### src/rtl/dryer_phase_sequencer_macros.svh
// Assertion macros for the dryer phase sequencer.
`ifndef DRYER_PHASE_SEQUENCER_MACROS_SVH
`define DRYER_PHASE_SEQUENCER_MACROS_SVH

`ifndef SYNTHESIS
`define DPS_ASSERT_IMP(lbl, clk, rst_n, ante, cons) \
  lbl: assert property (@(posedge clk) disable iff (!rst_n) (ante) |-> (cons)) \
    else $error("dryer phase sequencer: implication check failed");
`define DPS_ASSERT_NEXT(lbl, clk, rst_n, ante, cons) \
  lbl: assert property (@(posedge clk) disable iff (!rst_n) (ante) |=> (cons)) \
    else $error("dryer phase sequencer: next-cycle check failed");
`else
`define DPS_ASSERT_IMP(lbl, clk, rst_n, ante, cons)
`define DPS_ASSERT_NEXT(lbl, clk, rst_n, ante, cons)
`endif

`endif

### src/rtl/dps_pkg.sv
// Types, codes and constants shared by the dryer phase sequencer files.
package dps_pkg;

  localparam int TimeBits  = 24;
  localparam int TimerBits = 16;
  localparam int RemBits   = 32;
  localparam int CfgIdxBits  = 3;
  localparam int CfgDataBits = 16;
  localparam logic [TimeBits-1:0]  TimeMax      = '1;
  localparam logic [TimerBits-1:0] CooldownSecs = TimerBits'(120);

  typedef enum logic [1:0] {
    OP_TICK    = 2'd0,
    OP_START   = 2'd1,
    OP_STOP    = 2'd2,
    OP_RESTORE = 2'd3
  } op_t;

  typedef enum logic [1:0] {
    SES_STOPPED = 2'd0,
    SES_RUNNING = 2'd1,
    SES_COOLING = 2'd2
  } session_t;

  typedef enum logic [2:0] {
    PH_STOP    = 3'd0,
    PH_CLIMATE = 3'd1,
    PH_INIT    = 3'd2,
    PH_MIXING  = 3'd3,
    PH_EXTRACT = 3'd4
  } phase_t;

  typedef enum logic [1:0] {
    DM_DISABLED  = 2'd0,
    DM_THRESHOLD = 2'd1,
    DM_OPEN      = 2'd2
  } damper_t;

  typedef enum logic [CfgIdxBits-1:0] {
    CFG_CLIMATE_PROGRAM     = 3'd0,
    CFG_TARGET_HUMIDITY     = 3'd1,
    CFG_TARGET_TEMPERATURE  = 3'd2,
    CFG_INIT_SECONDS        = 3'd3,
    CFG_MIXING_SECONDS      = 3'd4,
    CFG_EXTRACTION_SECONDS  = 3'd5,
    CFG_DAMPER_OPEN_SECONDS = 3'd6
  } cfg_idx_t;

  typedef struct packed {
    logic                  climate_program;
    logic [9:0]            target_humidity;
    logic signed [11:0]    target_temperature;
    logic [TimerBits-1:0]  init_seconds;
    logic [TimerBits-1:0]  mixing_seconds;
    logic [TimerBits-1:0]  extraction_seconds;
    logic [TimerBits-1:0]  damper_open_seconds;
  } cfg_t;

  typedef struct packed {
    op_t                  op;
    logic signed [11:0]   temperature;
    logic [9:0]           humidity;
    logic                 dehumidifier_fitted;
    logic [2:0]           restore_phase;
    logic [TimeBits-1:0]  restore_phase_secs;
    logic [TimeBits-1:0]  restore_total_secs;
  } item_t;

  typedef struct packed {
    session_t              session;
    phase_t                phase;
    damper_t               damper;
    logic [TimeBits-1:0]   phase_cnt;
    logic [TimeBits-1:0]   total_cnt;
    logic [TimerBits-1:0]  sub_left;
    logic                  sub_flag;
    logic [TimerBits-1:0]  cool_left;
  } state_t;

  typedef struct packed {
    session_t             session_state;
    phase_t               phase;
    damper_t              damper_mode;
    logic [1:0]           renewal_count;
    logic                 damper_timer_reset;
    logic                 control_reset;
    logic                 heaters_off;
    logic                 sub_extraction_on;
    logic [TimeBits-1:0]  phase_secs;
    logic [TimeBits-1:0]  total_secs;
  } result_t;

  localparam state_t StateReset = '{
    session:   SES_STOPPED,
    phase:     PH_STOP,
    damper:    DM_DISABLED,
    phase_cnt: '0,
    total_cnt: '0,
    sub_left:  '0,
    sub_flag:  1'b0,
    cool_left: '0
  };

endpackage

### src/rtl/dps_if.sv
// Channel interfaces: input items, result items and configuration writes.
interface dps_in_if;
  logic                          valid;
  logic                          ready;
  logic [1:0]                    op;
  logic signed [11:0]            temperature;
  logic [9:0]                    humidity;
  logic                          dehumidifier_fitted;
  logic [2:0]                    restore_phase;
  logic [dps_pkg::TimeBits-1:0]  restore_phase_secs;
  logic [dps_pkg::TimeBits-1:0]  restore_total_secs;

  modport source (
    output valid, op, temperature, humidity, dehumidifier_fitted,
    output restore_phase, restore_phase_secs, restore_total_secs,
    input  ready
  );
  modport sink (
    input  valid, op, temperature, humidity, dehumidifier_fitted,
    input  restore_phase, restore_phase_secs, restore_total_secs,
    output ready
  );
endinterface

interface dps_out_if;
  logic                          valid;
  logic                          ready;
  logic [1:0]                    session_state;
  logic [2:0]                    phase;
  logic [1:0]                    damper_mode;
  logic [1:0]                    renewal_count;
  logic                          damper_timer_reset;
  logic                          control_reset;
  logic                          heaters_off;
  logic                          sub_extraction_on;
  logic [dps_pkg::TimeBits-1:0]  phase_secs;
  logic [dps_pkg::TimeBits-1:0]  total_secs;

  modport source (
    output valid, session_state, phase, damper_mode, renewal_count,
    output damper_timer_reset, control_reset, heaters_off, sub_extraction_on,
    output phase_secs, total_secs,
    input  ready
  );
  modport sink (
    input  valid, session_state, phase, damper_mode, renewal_count,
    input  damper_timer_reset, control_reset, heaters_off, sub_extraction_on,
    input  phase_secs, total_secs,
    output ready
  );
endinterface

interface dps_cfg_if;
  logic                             valid;
  logic                             ready;
  logic [dps_pkg::CfgIdxBits-1:0]   index;
  logic [dps_pkg::CfgDataBits-1:0]  data;

  modport source (output valid, index, data, input ready);
  modport sink   (input valid, index, data, output ready);
endinterface

### src/rtl/dps_step.sv
// Next-state and result logic for one item of the dryer phase sequencer.
module dps_step (
  input  dps_pkg::state_t  st_i,
  input  dps_pkg::cfg_t    cfg_i,
  input  dps_pkg::item_t   item_i,
  output dps_pkg::state_t  st_o,
  output dps_pkg::result_t res_o
);

  typedef struct packed {
    dps_pkg::state_t st;
    logic [1:0]      renewals;
    logic            timer_rst;
    logic            ctrl_rst;
    logic            heat_off;
  } work_t;

  function automatic work_t set_damper(work_t w, dps_pkg::damper_t mode);
    work_t r;
    r = w;
    if (mode != r.st.damper) begin
      r.renewals = r.renewals + 2'd1;
    end
    r.st.damper = mode;
    r.timer_rst = 1'b1;
    return r;
  endfunction

  function automatic work_t enter_phase(work_t w, dps_pkg::phase_t ph, logic dehum);
    work_t r;
    r = w;
    r.st.phase     = ph;
    r.st.phase_cnt = '0;
    unique case (ph)
      dps_pkg::PH_CLIMATE: begin
        r = set_damper(r, dehum ? dps_pkg::DM_DISABLED : dps_pkg::DM_THRESHOLD);
        r.st.sub_flag = 1'b0;
        r.st.sub_left = '0;
        r.ctrl_rst    = 1'b1;
      end
      dps_pkg::PH_INIT: begin
        r = set_damper(r, dps_pkg::DM_DISABLED);
        r.st.sub_flag = 1'b0;
        r.st.sub_left = '0;
        r.ctrl_rst    = 1'b1;
      end
      dps_pkg::PH_MIXING:  r = set_damper(r, dps_pkg::DM_DISABLED);
      dps_pkg::PH_EXTRACT: r = set_damper(r, dps_pkg::DM_OPEN);
      default: ;
    endcase
    return r;
  endfunction

  work_t                            w;
  logic                             dehum;
  logic                             hum_on;
  logic                             hum_hit;
  logic                             to_extract;
  logic [dps_pkg::TimeBits-1:0]     elapsed;
  logic [dps_pkg::RemBits-1:0]      remaining;
  dps_pkg::phase_t                  rph;

  always_comb begin
    w.st       = st_i;
    w.renewals = 2'd0;
    w.timer_rst = 1'b0;
    w.ctrl_rst  = 1'b0;
    w.heat_off  = 1'b0;
    dehum      = item_i.dehumidifier_fitted;
    hum_on     = (cfg_i.target_humidity != 10'd0);
    hum_hit    = hum_on && (item_i.humidity >= cfg_i.target_humidity);
    to_extract = 1'b0;
    elapsed    = '0;
    remaining  = '0;
    rph        = dps_pkg::PH_STOP;

    unique case (item_i.op)
      dps_pkg::OP_TICK: begin
        if (w.st.session == dps_pkg::SES_RUNNING) begin
          if (w.st.phase_cnt != dps_pkg::TimeMax) begin
            w.st.phase_cnt = w.st.phase_cnt + 1'b1;
          end
          if (w.st.total_cnt != dps_pkg::TimeMax) begin
            w.st.total_cnt = w.st.total_cnt + 1'b1;
          end
          if (w.st.sub_flag && (w.st.sub_left != '0)) begin
            w.st.sub_left = w.st.sub_left - 1'b1;
          end
          elapsed = w.st.phase_cnt;
          case (w.st.phase)
            dps_pkg::PH_INIT: begin
              if (hum_on && !dehum) begin
                if (w.st.sub_flag) begin
                  if (w.st.sub_left == '0) begin
                    w.st.sub_flag = 1'b0;
                    w = set_damper(w, dps_pkg::DM_DISABLED);
                  end
                end else if (hum_hit) begin
                  remaining = dps_pkg::RemBits'(cfg_i.init_seconds)
                            - dps_pkg::RemBits'(elapsed);
                  if (remaining > dps_pkg::RemBits'(cfg_i.damper_open_seconds)) begin
                    w.st.sub_flag = 1'b1;
                    w.st.sub_left = cfg_i.damper_open_seconds;
                    w = set_damper(w, dps_pkg::DM_OPEN);
                  end else begin
                    w = enter_phase(w, dps_pkg::PH_EXTRACT, dehum);
                    to_extract = 1'b1;
                  end
                end
              end
              if (!to_extract && ((item_i.temperature >= cfg_i.target_temperature) ||
                  (elapsed >= dps_pkg::TimeBits'(cfg_i.init_seconds)))) begin
                w = enter_phase(w, dps_pkg::PH_MIXING, dehum);
              end
            end
            dps_pkg::PH_MIXING: begin
              if (!dehum && (hum_hit ||
                  (elapsed >= dps_pkg::TimeBits'(cfg_i.mixing_seconds)))) begin
                w = enter_phase(w, dps_pkg::PH_EXTRACT, dehum);
              end
            end
            dps_pkg::PH_EXTRACT: begin
              if (dehum || (elapsed >= dps_pkg::TimeBits'(cfg_i.extraction_seconds))) begin
                w = enter_phase(w, dps_pkg::PH_MIXING, dehum);
              end
            end
            default: ;
          endcase
        end else if (w.st.session == dps_pkg::SES_COOLING) begin
          if (w.st.cool_left != '0) begin
            w.st.cool_left = w.st.cool_left - 1'b1;
          end
          if (w.st.cool_left == '0) begin
            w.st.session = dps_pkg::SES_STOPPED;
          end
        end
      end
      dps_pkg::OP_START: begin
        w.st.session   = dps_pkg::SES_RUNNING;
        w.st.total_cnt = '0;
        w = enter_phase(w, cfg_i.climate_program ? dps_pkg::PH_CLIMATE : dps_pkg::PH_INIT,
                        dehum);
      end
      dps_pkg::OP_STOP: begin
        w.st.session   = dps_pkg::SES_COOLING;
        w.st.phase     = dps_pkg::PH_STOP;
        w.st.cool_left = dps_pkg::CooldownSecs;
        w.st.damper    = dps_pkg::DM_DISABLED;
        w.heat_off     = 1'b1;
        w.timer_rst    = 1'b1;
      end
      dps_pkg::OP_RESTORE: begin
        if (item_i.restore_phase > 3'(dps_pkg::PH_EXTRACT)) begin
          rph = dps_pkg::PH_STOP;
        end else begin
          rph = dps_pkg::phase_t'(item_i.restore_phase);
        end
        w.st.session   = dps_pkg::SES_RUNNING;
        w.st.total_cnt = item_i.restore_total_secs;
        w = enter_phase(w, rph, dehum);
        w.st.phase_cnt = item_i.restore_phase_secs;
      end
      default: ;
    endcase
  end

  assign st_o = w.st;

  always_comb begin
    res_o.session_state      = w.st.session;
    res_o.phase              = w.st.phase;
    res_o.damper_mode        = w.st.damper;
    res_o.renewal_count      = w.renewals;
    res_o.damper_timer_reset = w.timer_rst;
    res_o.control_reset      = w.ctrl_rst;
    res_o.heaters_off        = w.heat_off;
    res_o.sub_extraction_on  = w.st.sub_flag;
    res_o.phase_secs         = w.st.phase_cnt;
    res_o.total_secs         = w.st.total_cnt;
  end

endmodule

### src/rtl/dryer_phase_sequencer.sv
// Top level of the dryer phase sequencer: channel registers, state and configuration.
//
// One item (tick, start, stop or restore) is taken every clock cycle unless the input
// stalls. The input beat loads the input register, the whole session update is computed
// in the single stage behind it, and the result is loaded into the result register and
// offered from there. The input side keeps accepting while a result waits, and stalls
// only when both registers are full and the waiting result is not taken in that cycle.
// Configuration writes are taken in any cycle (cfg ready is tied high) and take effect
// on the next item processed; write them only while no item is in flight. Indexes beyond
// the last register are ignored.
`include "dryer_phase_sequencer_macros.svh"

module dryer_phase_sequencer (
  input  logic              clk,
  input  logic              rst_n,
  dps_in_if.sink            in_if,
  dps_out_if.source         out_if,
  dps_cfg_if.sink           cfg_if
);

  dps_pkg::cfg_t     cfg_r;
  dps_pkg::state_t   st_r;
  dps_pkg::state_t   st_nxt;
  dps_pkg::item_t    in_r;
  dps_pkg::result_t  out_r;
  dps_pkg::result_t  res_nxt;
  logic              in_valid_r;
  logic              out_valid_r;
  logic              load_out;

  assign load_out     = in_valid_r && (!out_valid_r || out_if.ready);
  assign in_if.ready  = !in_valid_r || load_out;
  assign cfg_if.ready = 1'b1;

  dps_step u_step (
    .st_i   (st_r),
    .cfg_i  (cfg_r),
    .item_i (in_r),
    .st_o   (st_nxt),
    .res_o  (res_nxt)
  );

  always_ff @(posedge clk) begin
    if (!rst_n) begin
      in_valid_r  <= 1'b0;
      out_valid_r <= 1'b0;
      st_r        <= dps_pkg::StateReset;
    end else begin
      if (in_if.ready) begin
        in_valid_r <= in_if.valid;
      end
      if (load_out) begin
        out_valid_r <= 1'b1;
        st_r        <= st_nxt;
      end else if (out_if.ready) begin
        out_valid_r <= 1'b0;
      end
    end
  end

  always_ff @(posedge clk) begin
    if (in_if.valid && in_if.ready) begin
      in_r.op                  <= dps_pkg::op_t'(in_if.op);
      in_r.temperature         <= in_if.temperature;
      in_r.humidity            <= in_if.humidity;
      in_r.dehumidifier_fitted <= in_if.dehumidifier_fitted;
      in_r.restore_phase       <= in_if.restore_phase;
      in_r.restore_phase_secs  <= in_if.restore_phase_secs;
      in_r.restore_total_secs  <= in_if.restore_total_secs;
    end
    if (load_out) begin
      out_r <= res_nxt;
    end
  end

  always_ff @(posedge clk) begin
    if (!rst_n) begin
      cfg_r <= '0;
    end else if (cfg_if.valid && cfg_if.ready) begin
      unique case (dps_pkg::cfg_idx_t'(cfg_if.index))
        dps_pkg::CFG_CLIMATE_PROGRAM:     cfg_r.climate_program     <= cfg_if.data[0];
        dps_pkg::CFG_TARGET_HUMIDITY:     cfg_r.target_humidity     <= cfg_if.data[9:0];
        dps_pkg::CFG_TARGET_TEMPERATURE:  cfg_r.target_temperature  <= $signed(cfg_if.data[11:0]);
        dps_pkg::CFG_INIT_SECONDS:        cfg_r.init_seconds        <= cfg_if.data;
        dps_pkg::CFG_MIXING_SECONDS:      cfg_r.mixing_seconds      <= cfg_if.data;
        dps_pkg::CFG_EXTRACTION_SECONDS:  cfg_r.extraction_seconds  <= cfg_if.data;
        dps_pkg::CFG_DAMPER_OPEN_SECONDS: cfg_r.damper_open_seconds <= cfg_if.data;
        default: ;
      endcase
    end
  end

  assign out_if.valid              = out_valid_r;
  assign out_if.session_state      = out_r.session_state;
  assign out_if.phase              = out_r.phase;
  assign out_if.damper_mode        = out_r.damper_mode;
  assign out_if.renewal_count      = out_r.renewal_count;
  assign out_if.damper_timer_reset = out_r.damper_timer_reset;
  assign out_if.control_reset      = out_r.control_reset;
  assign out_if.heaters_off        = out_r.heaters_off;
  assign out_if.sub_extraction_on  = out_r.sub_extraction_on;
  assign out_if.phase_secs         = out_r.phase_secs;
  assign out_if.total_secs         = out_r.total_secs;

  `DPS_ASSERT_NEXT(a_in_held, clk, rst_n, in_valid_r && !load_out, in_valid_r)
  `DPS_ASSERT_IMP(a_idle_stop_phase, clk, rst_n,
                  st_r.session != dps_pkg::SES_RUNNING, st_r.phase == dps_pkg::PH_STOP)
  `DPS_ASSERT_IMP(a_renewal_max, clk, rst_n, out_valid_r, out_r.renewal_count != 2'd3)
  `DPS_ASSERT_IMP(a_heat_off_cooling, clk, rst_n, out_valid_r && out_r.heaters_off,
                  (out_r.session_state == dps_pkg::SES_COOLING) &&
                  (out_r.phase == dps_pkg::PH_STOP))
  `DPS_ASSERT_IMP(a_ctrl_rst_phase, clk, rst_n, out_valid_r && out_r.control_reset,
                  (out_r.phase == dps_pkg::PH_CLIMATE) || (out_r.phase == dps_pkg::PH_INIT))

endmodule

### src/flat_wrapper.sv
// flat-port wrapper written by rule: the top's interface ports become plain ports
module dryer_phase_sequencer_flat 
  (clk, rst_n, in_if_valid, in_if_op, in_if_temperature, in_if_humidity, in_if_dehumidifier_fitted, in_if_restore_phase, in_if_restore_phase_secs, in_if_restore_total_secs, in_if_ready, out_if_valid, out_if_session_state, out_if_phase, out_if_damper_mode, out_if_renewal_count, out_if_damper_timer_reset, out_if_control_reset, out_if_heaters_off, out_if_sub_extraction_on, out_if_phase_secs, out_if_total_secs, out_if_ready, cfg_if_valid, cfg_if_index, cfg_if_data, cfg_if_ready);
  dps_in_if in_if_i ();
  dps_out_if out_if_i ();
  dps_cfg_if cfg_if_i ();
  input  logic clk;
  input  logic rst_n;
  input wire logic [$bits(in_if_i.valid)-1:0] in_if_valid;
  input wire logic [$bits(in_if_i.op)-1:0] in_if_op;
  input wire logic [$bits(in_if_i.temperature)-1:0] in_if_temperature;
  input wire logic [$bits(in_if_i.humidity)-1:0] in_if_humidity;
  input wire logic [$bits(in_if_i.dehumidifier_fitted)-1:0] in_if_dehumidifier_fitted;
  input wire logic [$bits(in_if_i.restore_phase)-1:0] in_if_restore_phase;
  input wire logic [$bits(in_if_i.restore_phase_secs)-1:0] in_if_restore_phase_secs;
  input wire logic [$bits(in_if_i.restore_total_secs)-1:0] in_if_restore_total_secs;
  output wire logic [$bits(in_if_i.ready)-1:0] in_if_ready;
  output wire logic [$bits(out_if_i.valid)-1:0] out_if_valid;
  output wire logic [$bits(out_if_i.session_state)-1:0] out_if_session_state;
  output wire logic [$bits(out_if_i.phase)-1:0] out_if_phase;
  output wire logic [$bits(out_if_i.damper_mode)-1:0] out_if_damper_mode;
  output wire logic [$bits(out_if_i.renewal_count)-1:0] out_if_renewal_count;
  output wire logic [$bits(out_if_i.damper_timer_reset)-1:0] out_if_damper_timer_reset;
  output wire logic [$bits(out_if_i.control_reset)-1:0] out_if_control_reset;
  output wire logic [$bits(out_if_i.heaters_off)-1:0] out_if_heaters_off;
  output wire logic [$bits(out_if_i.sub_extraction_on)-1:0] out_if_sub_extraction_on;
  output wire logic [$bits(out_if_i.phase_secs)-1:0] out_if_phase_secs;
  output wire logic [$bits(out_if_i.total_secs)-1:0] out_if_total_secs;
  input wire logic [$bits(out_if_i.ready)-1:0] out_if_ready;
  input wire logic [$bits(cfg_if_i.valid)-1:0] cfg_if_valid;
  input wire logic [$bits(cfg_if_i.index)-1:0] cfg_if_index;
  input wire logic [$bits(cfg_if_i.data)-1:0] cfg_if_data;
  output wire logic [$bits(cfg_if_i.ready)-1:0] cfg_if_ready;
  assign in_if_i.valid = in_if_valid;
  assign in_if_i.op = in_if_op;
  assign in_if_i.temperature = in_if_temperature;
  assign in_if_i.humidity = in_if_humidity;
  assign in_if_i.dehumidifier_fitted = in_if_dehumidifier_fitted;
  assign in_if_i.restore_phase = in_if_restore_phase;
  assign in_if_i.restore_phase_secs = in_if_restore_phase_secs;
  assign in_if_i.restore_total_secs = in_if_restore_total_secs;
  assign in_if_ready = in_if_i.ready;
  assign out_if_valid = out_if_i.valid;
  assign out_if_session_state = out_if_i.session_state;
  assign out_if_phase = out_if_i.phase;
  assign out_if_damper_mode = out_if_i.damper_mode;
  assign out_if_renewal_count = out_if_i.renewal_count;
  assign out_if_damper_timer_reset = out_if_i.damper_timer_reset;
  assign out_if_control_reset = out_if_i.control_reset;
  assign out_if_heaters_off = out_if_i.heaters_off;
  assign out_if_sub_extraction_on = out_if_i.sub_extraction_on;
  assign out_if_phase_secs = out_if_i.phase_secs;
  assign out_if_total_secs = out_if_i.total_secs;
  assign out_if_i.ready = out_if_ready;
  assign cfg_if_i.valid = cfg_if_valid;
  assign cfg_if_i.index = cfg_if_index;
  assign cfg_if_i.data = cfg_if_data;
  assign cfg_if_ready = cfg_if_i.ready;
  dryer_phase_sequencer u_core (.clk(clk), .rst_n(rst_n), .in_if(in_if_i), .out_if(out_if_i), .cfg_if(cfg_if_i));
endmodule
### config.mk
export PLATFORM = sky130hd
export DESIGN_NAME = dryer_phase_sequencer_flat
export DESIGN_NICKNAME = d
export VERILOG_FILES = /design/src/rtl/dps_pkg.sv /design/src/rtl/dps_if.sv /design/src/rtl/dps_step.sv /design/src/rtl/dryer_phase_sequencer.sv /design/src/flat_wrapper.sv
export VERILOG_INCLUDE_DIRS = /design/src /design/src/rtl
export SDC_FILE = /design/constraint.sdc
export NUM_CORES = 1
export LEC_CHECK = 0
export BUFFER_PORTS_ARGS = -buffer_cell sky130_fd_sc_hd__buf_2
export CORE_AREA = 2 2 201 203
export DETAILED_ROUTE_END_ITERATION = 8
export DIE_AREA = 0 0 203 205
export SLEW_MARGIN = 20
export SYNTH_ARGS = -nofsm -noshare
export SYNTH_HDL_FRONTEND = slang
export SYNTH_SLANG_ARGS = --single-unit
### constraint.sdc
create_clock -name clk -period 6.5 [get_ports clk]
set_clock_uncertainty 0.2 [all_clocks]
set_input_delay 0.65 -clock clk [delete_from_list [all_inputs] [get_ports clk]]
set_output_delay 0.65 -clock clk [all_outputs]
set_load 0.1 [all_outputs]
# ---- Word-level counts from Yosys, hierarchy flattened
# Index checks and enable logic that the tools add are counted.
dict set report totals {
  word_cells 178
  output_inout_bits 64
  input_bits 100
  regBits 314
}
dict set report classes {
  bitwise_logic 2
  reduce_logical 36
  n_mux 56
  n_eq_ne 37
  n_addsub 6
  magnitude_cmp 7
}
# cell n
set op_table {}
lappend op_table {{one-hot mux 88 bit (4 select lines)} 2}
lappend op_table {{2-to-1 mux 91 bit} 7}
lappend op_table {{2-to-1 mux 93 bit} 3}
lappend op_table {{one-hot mux 93 bit (3 select lines)} 1}
lappend op_table {{one-hot mux 65 bit (3 select lines)} 1}
lappend op_table {{2-to-1 mux 16 bit} 9}
lappend op_table {{2-to-1 mux 24 bit} 4}
lappend op_table {{2-to-1 mux 88 bit} 1}
lappend op_table {{greater-or-equal comparator 24 x 16 -> 1 bit} 3}
lappend op_table {{2-to-1 mux 70 bit} 1}
lappend op_table {{one-hot mux 16 bit (4 select lines)} 1}
lappend op_table {{adder 24 x 1 -> 24 bit (second input constant)} 2}
lappend op_table {{!= test 24 bit (second input constant)} 2}
lappend op_table {{greater-than comparator 32 x 16 -> 1 bit} 1}
lappend op_table {{zero test 16 bit} 2}
lappend op_table {{nonzero test 16 bit} 2}
lappend op_table {{subtractor 16 x 1 -> 16 bit (second input constant)} 2}
lappend op_table {{one-hot mux 7 bit (4 select lines)} 1}
lappend op_table {{subtractor 16 x 24 -> 25 bit} 1}
lappend op_table {{equality test 3 x 2 -> 1 bit (second input constant)} 6}
lappend op_table {{equality test 3 bit (second input constant)} 5}
lappend op_table {{AND reduction 2 bit} 7}
lappend op_table {{2-to-1 mux 1 bit} 13}
lappend op_table {{greater-or-equal comparator 12 bit} 1}
lappend op_table {{other kinds (30)} 66}

# ---- Longest topological paths before layout
dict set report depth {
  word_depth 19
  mapped_depth 29
  depth_no_buf 27
}

# ---- By module
# From an unflattened synthesis, not the netlist that was laid out.
dict set report hier_totals {
  hier_cells 2044
  area_unflattened_um2 18250.0
}
# module seq_area_each_um2 area_each_um2 cells_per_inst n_inst
set by_module_without_submodules {}
lappend by_module_without_submodules {dryer_phase_sequencer 7657.3 10541.4 842 1}
lappend by_module_without_submodules {dps_step 0.0 7708.6 1202 1}

# ---- Worst setup path after synthesis
# OpenSTA, ideal clock, no wires.
dict set report synth_timing {
  kind {reg-to-reg}
  from {register u_core.st_r[57] (netlist bit)}
  to {register u_core.out_r, in the netlist u_core.out_if.phase_secs[1] (data pin)}
  path_stages_with_launch 28
  required_time_ns 6.028
  setup_slack_ns 0.629
  synth_period_minus_slack_ns 5.871
  t_arrival_ns 5.399
  path_buffers 2
  setup_time_ns 0.272
  path_cell_list {dfxtp_1 ha_1 nand3_2 nor4_4 buf_2 nand2_1 nand4_1 xnor2_1 inv_1 ha_1 a31oi_1 a2111oi_2 nor2_1 o31ai_1 a21o_1 a21o_1 xnor2_1 ha_1 nand4_1 nor4_1 nand2_1 o21ai_0 o2111ai_1 a211o_1 and3_1 buf_4 o21bai_1 a22oi_1}
}
# item line_no
set synth_lines {}
lappend synth_lines {{from (decl)} dryer_phase_sequencer.sv:22} ;# dps_pkg::state_t st_r;
lappend synth_lines {{from (signal assigned)} dryer_phase_sequencer.sv:47} ;# st_r <= dps_pkg::StateReset;
lappend synth_lines {{from (signal assigned)} dryer_phase_sequencer.sv:54} ;# st_r <= st_nxt;
lappend synth_lines {{to (signal assigned)} dryer_phase_sequencer.sv:72} ;# out_r <= res_nxt;
lappend synth_lines {{to (decl)} dryer_phase_sequencer.sv:25} ;# dps_pkg::result_t out_r;

==> impl_metrics.ini <==
[global_route]
grt_pass1_wl_mm = 80.2
grt_usage_pct = 24.5
grt_max_degree = 98
antenna_found_initial = 0
grt_use_met1_pct = 32.8
top_usage_layer = met2
met2_usage_pct = 40.4
grt_util_met3_pct = 2.96
overflow = 0
grt_pass1_vias = 14500

[final_layout]
diodes = 0
stdcell_area_mm2 = 0.0204
drive_above_1_share_pct = 16.2
multi_input_area_mm2 = 0.00910
nFillCells = 3692
area_delta_synth_final_pct = 15.7
nets = 2323
seq_area_mm2 = 0.00766
final_util_pct = 51.7
layout_commonest_cell = nand2_1
layout_common_cells = 324 x nand2_1, 171 x dfxtp_1, 161 x buf_2, 142 x o21ai_0, 137 x edfxtp_1

[sta]
fin_ws_ns = 0.347
hold_violations = 0
finalSetupViolations = 0
maxSlewViolCount = 0
worstMarginPinSlew_ns = 1.11
period_minus_slack_ns = 6.15
slew_headroom_pct = 25.8
hold_ws_ns = 0.0689
max_freq_mhz = 163
fin_crit_sh_pct = 94.7

[placement]
gp_congestion = 0.937
dpl.hpwl_mm = 36.4
placed_area_mm2 = 0.0191
portBuffers = 162
place_ws_ns = 0.246

[clock_tree]
clockBufferDepth = 3
cts_tree = built
clk_pin_slew_ns = 0.06
cts_max_level = 2
cts_buffers = 36
cts_root_buf = clkbuf_16
clock-sinks = 314
clk_latency_ns = 0.55

[run]
max_cap_viol_count = 0

[routing]
routedWlPerCell_um = 19.2
drtIter0Drc = 947
vias = 15300
drt_pre_antenna_iters = 6
wl_mm = 51.5
drc = 0
via_per_inst = 5.67
drtAntennaViolNets = 0

[setup_path]
arrival_ns = 6.23
cp-start-kind = flip-flop
cp_max_fo = 20
crit_top_cell = ha_1
crit_family = compound AO/OA/AOI/OAI gates
path_buf_inv = 4
setup.worst_path.end_class = flip-flop
critical_path_class = flip-flop to flip-flop
r2r-start = u_core.st_r[57]$_SDFFE_PN0P_
cp_slowest_cell = dfxtp_2
startpoint = u_core.st_r[57]$_SDFFE_PN0P_
cp_slowest_stage_delay_ns = 0.40
required_ns = 6.58

[hold_path]
hold_class = input port to flip-flop
min-delay-start = in_if_temperature[10]

[floorplan]
core_mm2 = 0.0394
start_util_pct = 44.7
dieArea_mm2 = 0.0416
fp.dieH_um = 205
die_w_um = 203
num_rows = 73
ioPinCount = 164

[synthesis]
ys_seq_area_share_pct = 43.5
syn_avg_cell_area_um2 = 8.89
ys_warn_count = 0
syn_inst = 1981
synth_seq_cells = 314
synthArstFlopShare_pct = 0
ys_types = 91
syn_area_mm2 = 0.0176
synth_ff_type = dfxtp_1
synth_nets = 2166
synth_edf_count = 137

[power]
power_w = 0.00508
ir_worst_vdd_mv = 0.223
power_density_mw_per_mm2 = 250
leakagePower_nw = 7.68

[run_status]
status = completed
[power breakdown]
part	total (W)	internal (W)	switching [W]
combinational	0.000838	0.000271	0.000567
sequential	0.00221	0.00215	0.0000618
clock	0.00203	0.00121	0.000824
[logic make-up (layout without fill, tap and decap cells)]
group	after synthesis	count (layout)	synth area share, %
and+or+nand+nor	681	681	18.4
AOI/OAI and AO/OA	587	587	22.3
DFF	314	314	43.5
buffers and inverters	223	408	5.06
adders and majority gates	94	94	6.55
xor gates and xnor gates	66	66	3.33
muxes	15	15	0.895
other	1	1	0.0213
[sequential cells by signal, summed over array words and instances (netlist names)]
| name | count |
|---|---|
| u_core.cfg_r | 87 |
| u_core.st_r | 88 |
| u_core.out_if.valid | 1 |
| u_core.out_if.phase_secs | 24 |
| u_core.out_if.damper_mode | 2 |
| u_core.out_if.total_secs | 24 |
| u_core.out_if.session_state | 2 |
| u_core.out_if.heaters_off | 1 |
| u_core.out_if.control_reset | 1 |
| u_core.in_valid_r | 1 |
| u_core.out_if.damper_timer_reset | 1 |
| u_core.out_if.renewal_count | 2 |
| u_core.out_if.phase | 3 |
| u_core.in_r | 76 |
| u_core.out_if.sub_extraction_on | 1 |
[per-layer routing]
layer / vias up / wire [um]
met2: 410 / 24000
met4: 0 / 1750
met3: 91 / 2450
met5: - / 0
li1: 7468 / -
met1: 7291 / 23300
[through the flow]
stage / std cells / setup TNS, ns
final: 2691 / 0
after detailed placement: 2621 / 0
after global routing: 2691 / -0.0275
after global placement: 2621 / 0
after floorplan: 1981 / 0
after CTS: 2687 / 0
[worst paths after layout]
kind	endpoint	slack [ns]	depth (start not counted)
worst min register to register	u_core.cfg_r[73]$_SDFFE_PN0P_	0.26	2
worst max register to register	u_core.out_if.phase_secs[0]$_DFFE_PP_	0.35	29
worst min-delay path	u_core.in_r[72]$_DFFE_PP_	0.07	1
worst max-delay path	u_core.out_if.phase_secs[0]$_DFFE_PP_	0.35	29
[worst register-to-register path: cells and delay by family, from the launching register on]
| family | cells | cell delay, ns |
|---|---|---|
| simple gates | 9 | 1.76 |
| flops | 1 | 0.40 |
| xor+xnor | 2 | 0.18 |
| compound gates | 10 | 1.87 |
| fa+ha+maj | 4 | 0.90 |
| buf+inv | 4 | 0.59 |
[synth_stat cells (12+ instances only)]
master	n	area share (%)
a21oi_1	102	2.9
o221a_2	16	1.0
a21boi_0	99	4.2
and2_1	17	0.60
a21o_1	20	0.85
inv_1	118	2.5
or3_1	13	0.46
nor2b_1	18	0.64
nor4_1	17	0.60
nand4_1	25	0.89
a31oi_1	33	1.2
edfxtp_1	137	23
o31ai_1	12	0.51
nor3_1	41	1.2
clkbuf_1	82	1.7
nand3_1	48	1.4
o21a_1	20	0.85
xor2_1	28	1.4
or4_1	12	0.51
a22oi_1	15	0.64
nor2_1	94	2.0
nand2b_1	14	0.50
and3_1	15	0.53
o211ai_1	14	0.60
nand2_1	324	6.9
ha_1	85	6.0
xnor2_1	37	1.8
dfxtp_1	177	20
o21ai_1	14	0.40
o21ai_0	142	4.0
[cell type report]
class	count	area share [%]
tap	525	3.23
multi-input combinational	1444	44.7
inverter	120	2.22
clock buffer	59	5.45
clock inverter	7	0.344
sequential	314	37.6
timing repair buffer	222	6.44
[what timing repair did]
action,in CTS,in global routing
hold buffers,0,0
gates resized for setup,0,12
setup buffers,0,3
endpoints found under the setup margin,0,57
(Power assumes the default switching activity.)
